### src/rtl/dtp_pkg.sv
// ----------------------------------------------------------------------------
// dtp_pkg
// Shared types and constants for the device tree token parser.
// ----------------------------------------------------------------------------
package dtp_pkg;

  localparam int MAX_DEPTH = 255;
  localparam logic [7:0] DEPTH_CAP = (MAX_DEPTH > 255) ? 8'd255 : 8'(MAX_DEPTH);

  localparam logic [31:0] DT_MAGIC = 32'hD00DFEED;

  localparam logic [31:0] TOK_BEGIN_NODE = 32'd1;
  localparam logic [31:0] TOK_END_NODE   = 32'd2;
  localparam logic [31:0] TOK_PROP       = 32'd3;
  localparam logic [31:0] TOK_NOP        = 32'd4;
  localparam logic [31:0] TOK_END        = 32'd9;

  localparam logic [31:0] POS_STRUCT_OFF  = 32'd8;
  localparam logic [31:0] POS_STRINGS_OFF = 32'd12;
  localparam logic [31:0] POS_STRUCT_SIZE = 32'd36;

  typedef enum logic [2:0] {
    PH_HEADER = 3'd0,
    PH_SKIP   = 3'd1,
    PH_TOKEN  = 3'd2,
    PH_NAME   = 3'd3,
    PH_PLEN   = 3'd4,
    PH_PNAME  = 3'd5,
    PH_DATA   = 3'd6,
    PH_DONE   = 3'd7
  } phase_t;

  typedef enum logic [3:0] {
    EV_BEGIN_NODE = 4'd0,
    EV_NAME_WORD  = 4'd1,
    EV_END_NODE   = 4'd2,
    EV_PROP       = 4'd3,
    EV_DATA_WORD  = 4'd4,
    EV_NOP        = 4'd5,
    EV_END        = 4'd6,
    EV_BAD_MAGIC  = 4'd7,
    EV_BAD_TOKEN  = 4'd8
  } event_kind_t;

  typedef struct packed {
    event_kind_t kind;
    logic [31:0] value;
    logic [31:0] name_offset;
    logic        last;
    logic [7:0]  depth;
  } result_t;

endpackage

### src/rtl/device_tree_token_parser.sv
// ----------------------------------------------------------------------------
// device_tree_token_parser
// Streaming flattened device tree structure tokenizer.
// ----------------------------------------------------------------------------
// Input stream: one big-endian blob word per transaction in s_axis_tdata;
// s_axis_tuser marks word zero of a new blob and restarts parsing.
// The header magic is checked, the structure offset, strings offset and
// structure size are captured, and the structure block is turned into
// events on the output stream: kind in m_axis_tuser, value, name offset
// and nest depth in m_axis_tdata, m_axis_tlast ending name and data runs.
// Most words give one event; header words other than a bad magic, skipped
// words, property tokens, property lengths and words at or past the
// structure end give none. After a bad magic or an unknown token no more
// events come until the next start word. Events pass the input register,
// then the two-entry result buffer. Throughput: one word per cycle while
// the result buffer is not full.
// When the receiver stalls the buffer fills and s_axis_tready drops.
// Reset clears the parser state, as at a start word, and empties the buffer.
// ----------------------------------------------------------------------------
module device_tree_token_parser
  import dtp_pkg::*;
(
  input  logic        clk,
  input  logic        rst,
  input  logic        s_axis_tvalid,
  output logic        s_axis_tready,
  input  logic [31:0] s_axis_tdata,  // blob_word
  input  logic        s_axis_tuser,  // start_of_blob
  output logic        m_axis_tvalid,
  input  logic        m_axis_tready,
  output logic [71:0] m_axis_tdata,  // event_value, name_offset, nest_depth
  output logic        m_axis_tlast,  // last_of_run
  output logic [3:0]  m_axis_tuser   // event_kind
);

  logic        in_valid;
  logic [31:0] in_word;
  logic        in_start;
  logic        take;
  logic        buf_full;
  logic        emit;
  result_t     res;

  assign take          = in_valid && !buf_full;
  assign s_axis_tready = !in_valid || take;

  always_ff @(posedge clk) begin
    if (rst) begin
      in_valid <= 1'b0;
    end else if (s_axis_tready) begin
      in_valid <= s_axis_tvalid;
    end
  end

  always_ff @(posedge clk) begin
    if (s_axis_tvalid && s_axis_tready) begin
      in_word  <= s_axis_tdata;
      in_start <= s_axis_tuser;
    end
  end

  dtp_step u_step (
    .clk        (clk),
    .rst        (rst),
    .take       (take),
    .item_word  (in_word),
    .item_start (in_start),
    .emit       (emit),
    .res        (res)
  );

  dtp_out_buf u_out_buf (
    .clk           (clk),
    .rst           (rst),
    .push          (take && emit),
    .din           (res),
    .full          (buf_full),
    .m_axis_tvalid (m_axis_tvalid),
    .m_axis_tready (m_axis_tready),
    .m_axis_tdata  (m_axis_tdata),
    .m_axis_tlast  (m_axis_tlast),
    .m_axis_tuser  (m_axis_tuser)
  );

endmodule

### src/rtl/dtp_step.sv
// ----------------------------------------------------------------------------
// dtp_step
// Parser state and the per-word step: header capture, structure tokenizing.
// ----------------------------------------------------------------------------
module dtp_step
  import dtp_pkg::*;
(
  input  logic        clk,
  input  logic        rst,
  input  logic        take,
  input  logic [31:0] item_word,
  input  logic        item_start,
  output logic        emit,
  output result_t     res
);

  logic [31:0] byte_position, byte_position_next;
  logic [31:0] struct_start, struct_start_next;
  logic [31:0] struct_end, struct_end_next;
  logic [31:0] strings_base, strings_base_next;
  phase_t      phase, phase_next;
  logic [31:0] prop_length, prop_length_next;
  logic [29:0] data_words_left, data_words_left_next;
  logic [7:0]  depth_count, depth_count_next;
  logic        halted, halted_next;

  logic [31:0] cur_pos;
  logic [31:0] cur_sstart;
  logic [31:0] cur_send;
  logic [31:0] cur_sbase;
  phase_t      cur_phase;
  logic [31:0] cur_plen;
  logic [29:0] cur_left;
  logic [7:0]  cur_depth;
  logic        cur_halted;
  logic        do_token;
  logic        has_zero;
  logic [30:0] word_count;

  always_comb begin
    cur_pos    = item_start ? 32'd0 : byte_position;
    cur_sstart = item_start ? 32'd0 : struct_start;
    cur_send   = item_start ? 32'd0 : struct_end;
    cur_sbase  = item_start ? 32'd0 : strings_base;
    cur_phase  = item_start ? PH_HEADER : phase;
    cur_plen   = item_start ? 32'd0 : prop_length;
    cur_left   = item_start ? 30'd0 : data_words_left;
    cur_depth  = item_start ? 8'd0 : depth_count;
    cur_halted = item_start ? 1'b0 : halted;

    has_zero = (item_word[31:24] == 8'd0) || (item_word[23:16] == 8'd0) ||
               (item_word[15:8] == 8'd0) || (item_word[7:0] == 8'd0);
    word_count = {1'b0, cur_plen[31:2]} + {30'd0, |cur_plen[1:0]};

    byte_position_next   = cur_pos;
    struct_start_next    = cur_sstart;
    struct_end_next      = cur_send;
    strings_base_next    = cur_sbase;
    phase_next           = cur_phase;
    prop_length_next     = cur_plen;
    data_words_left_next = cur_left;
    depth_count_next     = cur_depth;
    halted_next          = cur_halted;
    do_token             = 1'b0;

    emit            = 1'b0;
    res.kind        = EV_NOP;
    res.value       = 32'd0;
    res.name_offset = 32'd0;
    res.last        = 1'b0;
    res.depth       = cur_depth;

    if (!cur_halted) begin
      byte_position_next = cur_pos + 32'd4;
      unique case (cur_phase)
        PH_HEADER: begin
          if (cur_pos == 32'd0 && item_word != DT_MAGIC) begin
            halted_next = 1'b1;
            emit        = 1'b1;
            res.kind    = EV_BAD_MAGIC;
          end else if (cur_pos == POS_STRUCT_OFF) begin
            struct_start_next = item_word;
          end else if (cur_pos == POS_STRINGS_OFF) begin
            strings_base_next = item_word;
          end else if (cur_pos == POS_STRUCT_SIZE) begin
            struct_end_next = cur_sstart + item_word;
            phase_next      = PH_SKIP;
          end
        end
        PH_SKIP: begin
          if (cur_pos >= cur_sstart) begin
            phase_next = PH_TOKEN;
            do_token   = 1'b1;
          end
        end
        PH_TOKEN: do_token = 1'b1;
        PH_NAME: begin
          if (has_zero) phase_next = PH_TOKEN;
          emit      = 1'b1;
          res.kind  = EV_NAME_WORD;
          res.value = item_word;
          res.last  = has_zero;
        end
        PH_PLEN: begin
          prop_length_next = item_word;
          phase_next       = PH_PNAME;
        end
        PH_PNAME: begin
          emit            = 1'b1;
          res.kind        = EV_PROP;
          res.name_offset = cur_sbase + item_word;
          if (word_count == 31'd0) begin
            phase_next = PH_TOKEN;
            res.last   = 1'b1;
          end else begin
            data_words_left_next = 30'(word_count - 31'd1);
            phase_next           = PH_DATA;
            res.value            = cur_plen;
          end
        end
        PH_DATA: begin
          emit      = 1'b1;
          res.kind  = EV_DATA_WORD;
          res.value = item_word;
          if (cur_left == 30'd0) begin
            phase_next = PH_TOKEN;
            res.last   = 1'b1;
          end else begin
            data_words_left_next = cur_left - 30'd1;
          end
        end
        PH_DONE: ;
        default: ;
      endcase

      if (do_token) begin
        if (cur_pos >= cur_send) begin
          phase_next = PH_DONE;
        end else begin
          emit = 1'b1;
          unique case (item_word)
            TOK_BEGIN_NODE: begin
              if (cur_depth < DEPTH_CAP) depth_count_next = cur_depth + 8'd1;
              phase_next = PH_NAME;
              res.kind   = EV_BEGIN_NODE;
              res.depth  = cur_depth;
            end
            TOK_END_NODE: begin
              if (cur_depth != 8'd0) depth_count_next = cur_depth - 8'd1;
              res.kind  = EV_END_NODE;
              res.depth = (cur_depth != 8'd0) ? cur_depth - 8'd1 : 8'd0;
            end
            TOK_PROP: begin
              phase_next = PH_PLEN;
              emit       = 1'b0;
            end
            TOK_NOP: res.kind = EV_NOP;
            TOK_END: res.kind = EV_END;
            default: begin
              halted_next = 1'b1;
              res.kind    = EV_BAD_TOKEN;
              res.value   = item_word;
            end
          endcase
        end
      end
    end
  end

  always_ff @(posedge clk) begin
    if (rst) begin
      byte_position   <= 32'd0;
      struct_start    <= 32'd0;
      struct_end      <= 32'd0;
      strings_base    <= 32'd0;
      phase           <= PH_HEADER;
      prop_length     <= 32'd0;
      data_words_left <= 30'd0;
      depth_count     <= 8'd0;
      halted          <= 1'b0;
    end else if (take) begin
      byte_position   <= byte_position_next;
      struct_start    <= struct_start_next;
      struct_end      <= struct_end_next;
      strings_base    <= strings_base_next;
      phase           <= phase_next;
      prop_length     <= prop_length_next;
      data_words_left <= data_words_left_next;
      depth_count     <= depth_count_next;
      halted          <= halted_next;
    end
  end

  a_halted_silent: assert property (@(posedge clk) disable iff (rst)
    take && halted && !item_start |-> !emit)
    else $error("event while halted");

  a_done_silent: assert property (@(posedge clk) disable iff (rst)
    take && phase == PH_DONE && !item_start |-> !emit)
    else $error("event after structure end");

  a_error_halts: assert property (@(posedge clk) disable iff (rst)
    take && emit && (res.kind == EV_BAD_MAGIC || res.kind == EV_BAD_TOKEN) |=> halted)
    else $error("error event did not halt");

  a_pos_advance: assert property (@(posedge clk) disable iff (rst)
    take && !halted && !item_start |=> byte_position == $past(byte_position) + 32'd4)
    else $error("byte position did not advance");

endmodule

### src/rtl/dtp_out_buf.sv
// ----------------------------------------------------------------------------
// dtp_out_buf
// Two-entry result buffer; decouples the parser from output stalls.
// ----------------------------------------------------------------------------
module dtp_out_buf
  import dtp_pkg::*;
(
  input  logic        clk,
  input  logic        rst,
  input  logic        push,
  input  result_t     din,
  output logic        full,
  output logic        m_axis_tvalid,
  input  logic        m_axis_tready,
  output logic [71:0] m_axis_tdata,  // event_value, name_offset, nest_depth
  output logic        m_axis_tlast,  // last_of_run
  output logic [3:0]  m_axis_tuser   // event_kind
);

  result_t    mem [2];
  logic       wr_ptr;
  logic       rd_ptr;
  logic [1:0] count;
  logic [1:0] count_next;
  logic       pop;
  result_t    head;

  assign head          = mem[rd_ptr];
  assign pop           = m_axis_tvalid && m_axis_tready;
  assign full          = (count == 2'd2);
  assign m_axis_tvalid = (count != 2'd0);
  assign m_axis_tdata  = {head.depth, head.name_offset, head.value};
  assign m_axis_tlast  = head.last;
  assign m_axis_tuser  = head.kind;

  always_comb begin
    count_next = count;
    if (push && !pop) count_next = count + 2'd1;
    else if (!push && pop) count_next = count - 2'd1;
  end

  always_ff @(posedge clk) begin
    if (rst) begin
      wr_ptr <= 1'b0;
      rd_ptr <= 1'b0;
      count  <= 2'd0;
    end else begin
      count <= count_next;
      if (push) wr_ptr <= !wr_ptr;
      if (pop) rd_ptr <= !rd_ptr;
    end
  end

  always_ff @(posedge clk) begin
    if (push) mem[wr_ptr] <= din;
  end

endmodule
### config.mk
export PLATFORM = sky130hd
export DESIGN_NAME = device_tree_token_parser
export DESIGN_NICKNAME = d
export VERILOG_FILES = /design/src/rtl/dtp_pkg.sv /design/src/rtl/device_tree_token_parser.sv /design/src/rtl/dtp_step.sv /design/src/rtl/dtp_out_buf.sv
export SDC_FILE = /design/constraint.sdc
export NUM_CORES = 1
export LEC_CHECK = 0
export BUFFER_PORTS_ARGS = -buffer_cell sky130_fd_sc_hd__buf_2
export CORE_MARGIN = 2
export CORE_UTILIZATION = 48
export DETAILED_ROUTE_END_ITERATION = 16
export GPL_TIMING_DRIVEN = 0
export RECOVER_POWER = 25
export SLEW_MARGIN = 25
export SYNTH_ARGS = -nofsm -noshare
export SYNTH_HDL_FRONTEND = slang
export SYNTH_SLANG_ARGS = --single-unit
### constraint.sdc
create_clock -name clk -period 12.8 [get_ports clk]
set_input_delay 1.28 -clock clk [delete_from_list [all_inputs] [get_ports clk]]
set_output_delay 1.28 -clock clk [all_outputs]
set_load 0.05 [all_outputs]
==> results.py <==
metrics = {
    "timing": {
        "fin_crit_sh": 0.866,
        "tightest_slew_ns": 1.49,
        "setup_violations": 0,
        "maxSlewHeadroom": 0.00560,
        "fin_crit_ns": 11.08,
        "tns_ns": 0,
        "fin_skew_ns": 0.0171,
        "hold_viol_final": 0,
        "drv_slew": 0,
        "max_freq_ghz": 0.0902,
        "rsz0062_at_grt": "no",
    },
    "logic_synthesis": {
        "synth_top_cell_area_share": 0.231,
        "synth.distinct_cells": 94,
        "avgSynthCellArea_um2": 9.06,
        "synth_nets": 2858,
        "ys_ff_latch": 395,
        "ys.flop_type": "dfxtp_1",
        "synth_area_leaders": "edfxtp_1, dfxtp_1, ha_1, nor2_1, mux2_2",
        "ys_seq_area_frac": 0.402,
        "yosysTopAreaCell": "edfxtp_1",
        "synth_area_mm2": 0.0243,
        "async_reset_ff_frac": 0,
        "yosys_warnings": 0,
        "synth-edff-count": 187,
        "syn-instance-count": 2682,
    },
    "critical_path": {
        "crit_arrival_ns": 11.37,
        "cp.required_ns": 13.09,
        "cp_max_fo": 23,
        "critPathLaunchType": "flip-flop",
        "rrSetupSlack_ns": 1.72,
        "worstSetupEndpointType": "flip-flop",
        "path_class": "flip-flop to flip-flop",
    },
    "global_routing": {
        "grt_pass1_vias": 21100,
        "grt_pass1_wl_um": 133000,
        "grt_antenna_before_repair": 4,
        "overflow": 0,
        "track_usage": 0.333,
        "grt_max_degree": 40,
    },
    "detailed_routing": {
        "drt.antenna.violating_nets": 0,
        "via_per_inst": 6.26,
        "drtPass1Iterations": 6,
        "drt_iter0_drc": 2273,
        "drt-wirelength-per-cell_um": 25.1,
        "vias": 22300,
        "wirelength_um": 89300,
        "remaining_drc_errors": 0,
    },
    "placement": {
        "dp_cells": 3475,
        "place_congestion": 0.937,
        "portBuffers": 115,
        "dp_hpwl_um": 66700,
    },
    "floorplan": {
        "num_rows": 82,
        "fp.dieW_um": 229,
        "fp.dieH_um": 229,
        "pin_count": 116,
        "core_mm2": 0.0501,
        "start_util": 0.485,
        "dieArea_mm2": 0.0525,
    },
    "clock_network": {
        "clockBufferDepth": 3,
        "cts-root-buf": "clkbuf_16",
        "cts_setup_buffers": 0,
        "cts.repair.resized": 0,
        "cts_tree": "done",
        "clkTransAtPathRegs_ns": 0.06,
        "htreeDepth": 2,
        "cts_hold_buf": 0,
        "numCtsBuffers": 44,
        "clock_latency_ns": 0.60,
        "clock-sinks": 395,
    },
    "finish": {
        "final_cells": 3557,
        "layout_commonest_cell": "nor2_1",
        "mostFrequentLayoutCells": "nor2_1, nand2_1, dfxtp_1",
        "area_growth_pct": 12.2,
        "nNetsFinal": 3025,
        "fill_cells": 4798,
        "antenna_cells": 0,
        "drive_gt1_frac": 0.0995,
    },
    "power_and_ir_drop": {
        "cellPowerDensity_mw_per_mm2": 137,
        "p_leak_uw": 0.0103,
        "peakVddDrop_uv": 108,
    },
    "run_status": {
        "violations": "max-capacitance violations",
        "status": "complete, but fails checks",
    },
    "hold_path": {
        "hp-class": "flip-flop to flip-flop",
    },
    "job": {
        "max-cap-violations": 1,
    },
}
## area by class of cell
cell class                      instances  area, µm²  share of cell area
Buffer                                151        631              0.0231
Clock buffer                           52       1170              0.0430
Clock inverter                         30        335              0.0123
Inverter                               82        308              0.0113
Multi-Input combinational cell       2054      13600               0.499
Sequential cell                       395       9780               0.359
Tap cell                              672        841              0.0308
Timing Repair Buffer                  121        589              0.0216
## per-stage QoR
stage | power (µW) | hold WS, ns | utilization | instance area, µm² | setup slack [ns]
5_1_grt | 3870 | 0.482 | 0.545 | 27300 | 1.57
6_report | 3740 | 0.459 | 0.545 | 27300 | 1.72
3_3_place_gp | 2440 | 0.451 | 0.514 | 25700 | -1.12
3_5_place_dp | 2450 | 0.453 | 0.517 | 25900 | 3.44
2_1_floorplan | 2150 | 0.432 | - | 24300 | 4.65
4_1_cts | 3770 | 0.462 | 0.547 | 27400 | 3.37
## cells by family (layout without fill, tap and decap cells)
logic type | after synthesis | in the layout | share of synthesized area
simple gates | 1025 | 1025 | 0.208
compound gates | 668 | 668 | 0.189
fa+ha+maj | 139 | 139 | 0.0722
xor+xnor | 123 | 123 | 0.0443
buf+inv | 233 | 436 | 0.0389
flops | 395 | 395 | 0.402
mux | 99 | 99 | 0.0452
## metal layers
layer	wire length [µm]	global-route usage	share of wire
met5	0	0	0
met4	3890	0.136	0.044
met3	6790	0.0515	0.076
met2	40400	0.531	0.45
met1	38100	0.451	0.43
## critical path: stages, from the launching register on
cell,delay (ns)
edfxtp_1,0.36
buf_4,0.18
clkbuf_1,0.56
buf_4,0.32
clkbuf_1,0.59
clkbuf_1,0.85
clkbuf_1,0.76
clkbuf_1,0.74
clkbuf_1,0.60
clkbuf_1,0.67
clkbuf_1,0.74
nor2b_1,0.29
ha_1,0.37
a21o_1,0.18
a21o_1,0.17
a21oi_1,0.14
o21a_1,0.13
o21ai_0,0.17
a21oi_1,0.28
o211ai_1,0.36
o31ai_1,0.65
and2_1,0.30
nor2b_4,0.59
buf_12,0.26
buf_16,0.18
buf_12,0.19
## cells in the mapped netlist, types with 12 or more instances
master,number
nor3_1,59
a21o_1,58
and2_1,12
buf_1,16
a21oi_1,139
clkbuf_1,111
nand4_1,42
o31ai_1,15
a22oi_1,119
nand3b_1,12
mux2_2,85
or4_1,15
a22o_1,36
inv_1,81
dfxtp_1,208
buf_2,14
nand2b_1,21
o21a_1,23
a31oi_1,19
ha_1,137
nand3_1,76
nand2_1,237
and3_1,31
or3_1,18
xor2_1,49
o21ai_0,97
nor4_1,33
edfxtp_1,187
xnor2_1,74
mux2i_1,13
a211oi_1,19
nor2_1,321
o211ai_1,13
nor2b_1,97
## flip-flops by register name, summed over array words and instances (netlist names), named ones only
| register | flops |
|---|---|
| u_step.prop_length | 32 |
| u_out_buf.count | 2 |
| in_valid | 1 |
| u_step.data_words_left | 30 |
| u_step.strings_base | 32 |
| in_word | 32 |
| u_out_buf.wr_ptr | 1 |
| u_step.struct_start | 32 |
| in_start | 1 |
| u_step.struct_end | 32 |
| u_step.halted | 1 |
| u_out_buf.rd_ptr | 1 |
| u_out_buf.mem | 154 |
| u_step.phase | 3 |
| u_step.byte_position | 32 |
| u_step.depth_count | 8 |
## final timing paths
kind / start / end / cells after the start
worst max-delay path: in_start / u_out_buf.mem[0][21] / 25
worst min-delay path: u_step.struct_end[24] / u_step.struct_end[24] / 2
worst max register to register: in_start / u_out_buf.mem[0][21] / 25
worst min register to register: u_step.struct_end[24] / u_step.struct_end[24] / 2
## where the power goes
| part | internal [µW] | total [µW] | switching, µW | leakage (µW) |
|---|---|---|---|---|
| sequential | 1400 | 1460 | 62.2 | 0.00332 |
| clock | 766 | 1330 | 566 | 0.000737 |
| combinational | 244 | 950 | 707 | 0.00626 |
| total | 2410 | 3740 | 1330 | 0.0103 |
Note: power is estimated with default switching activity, not from simulation.
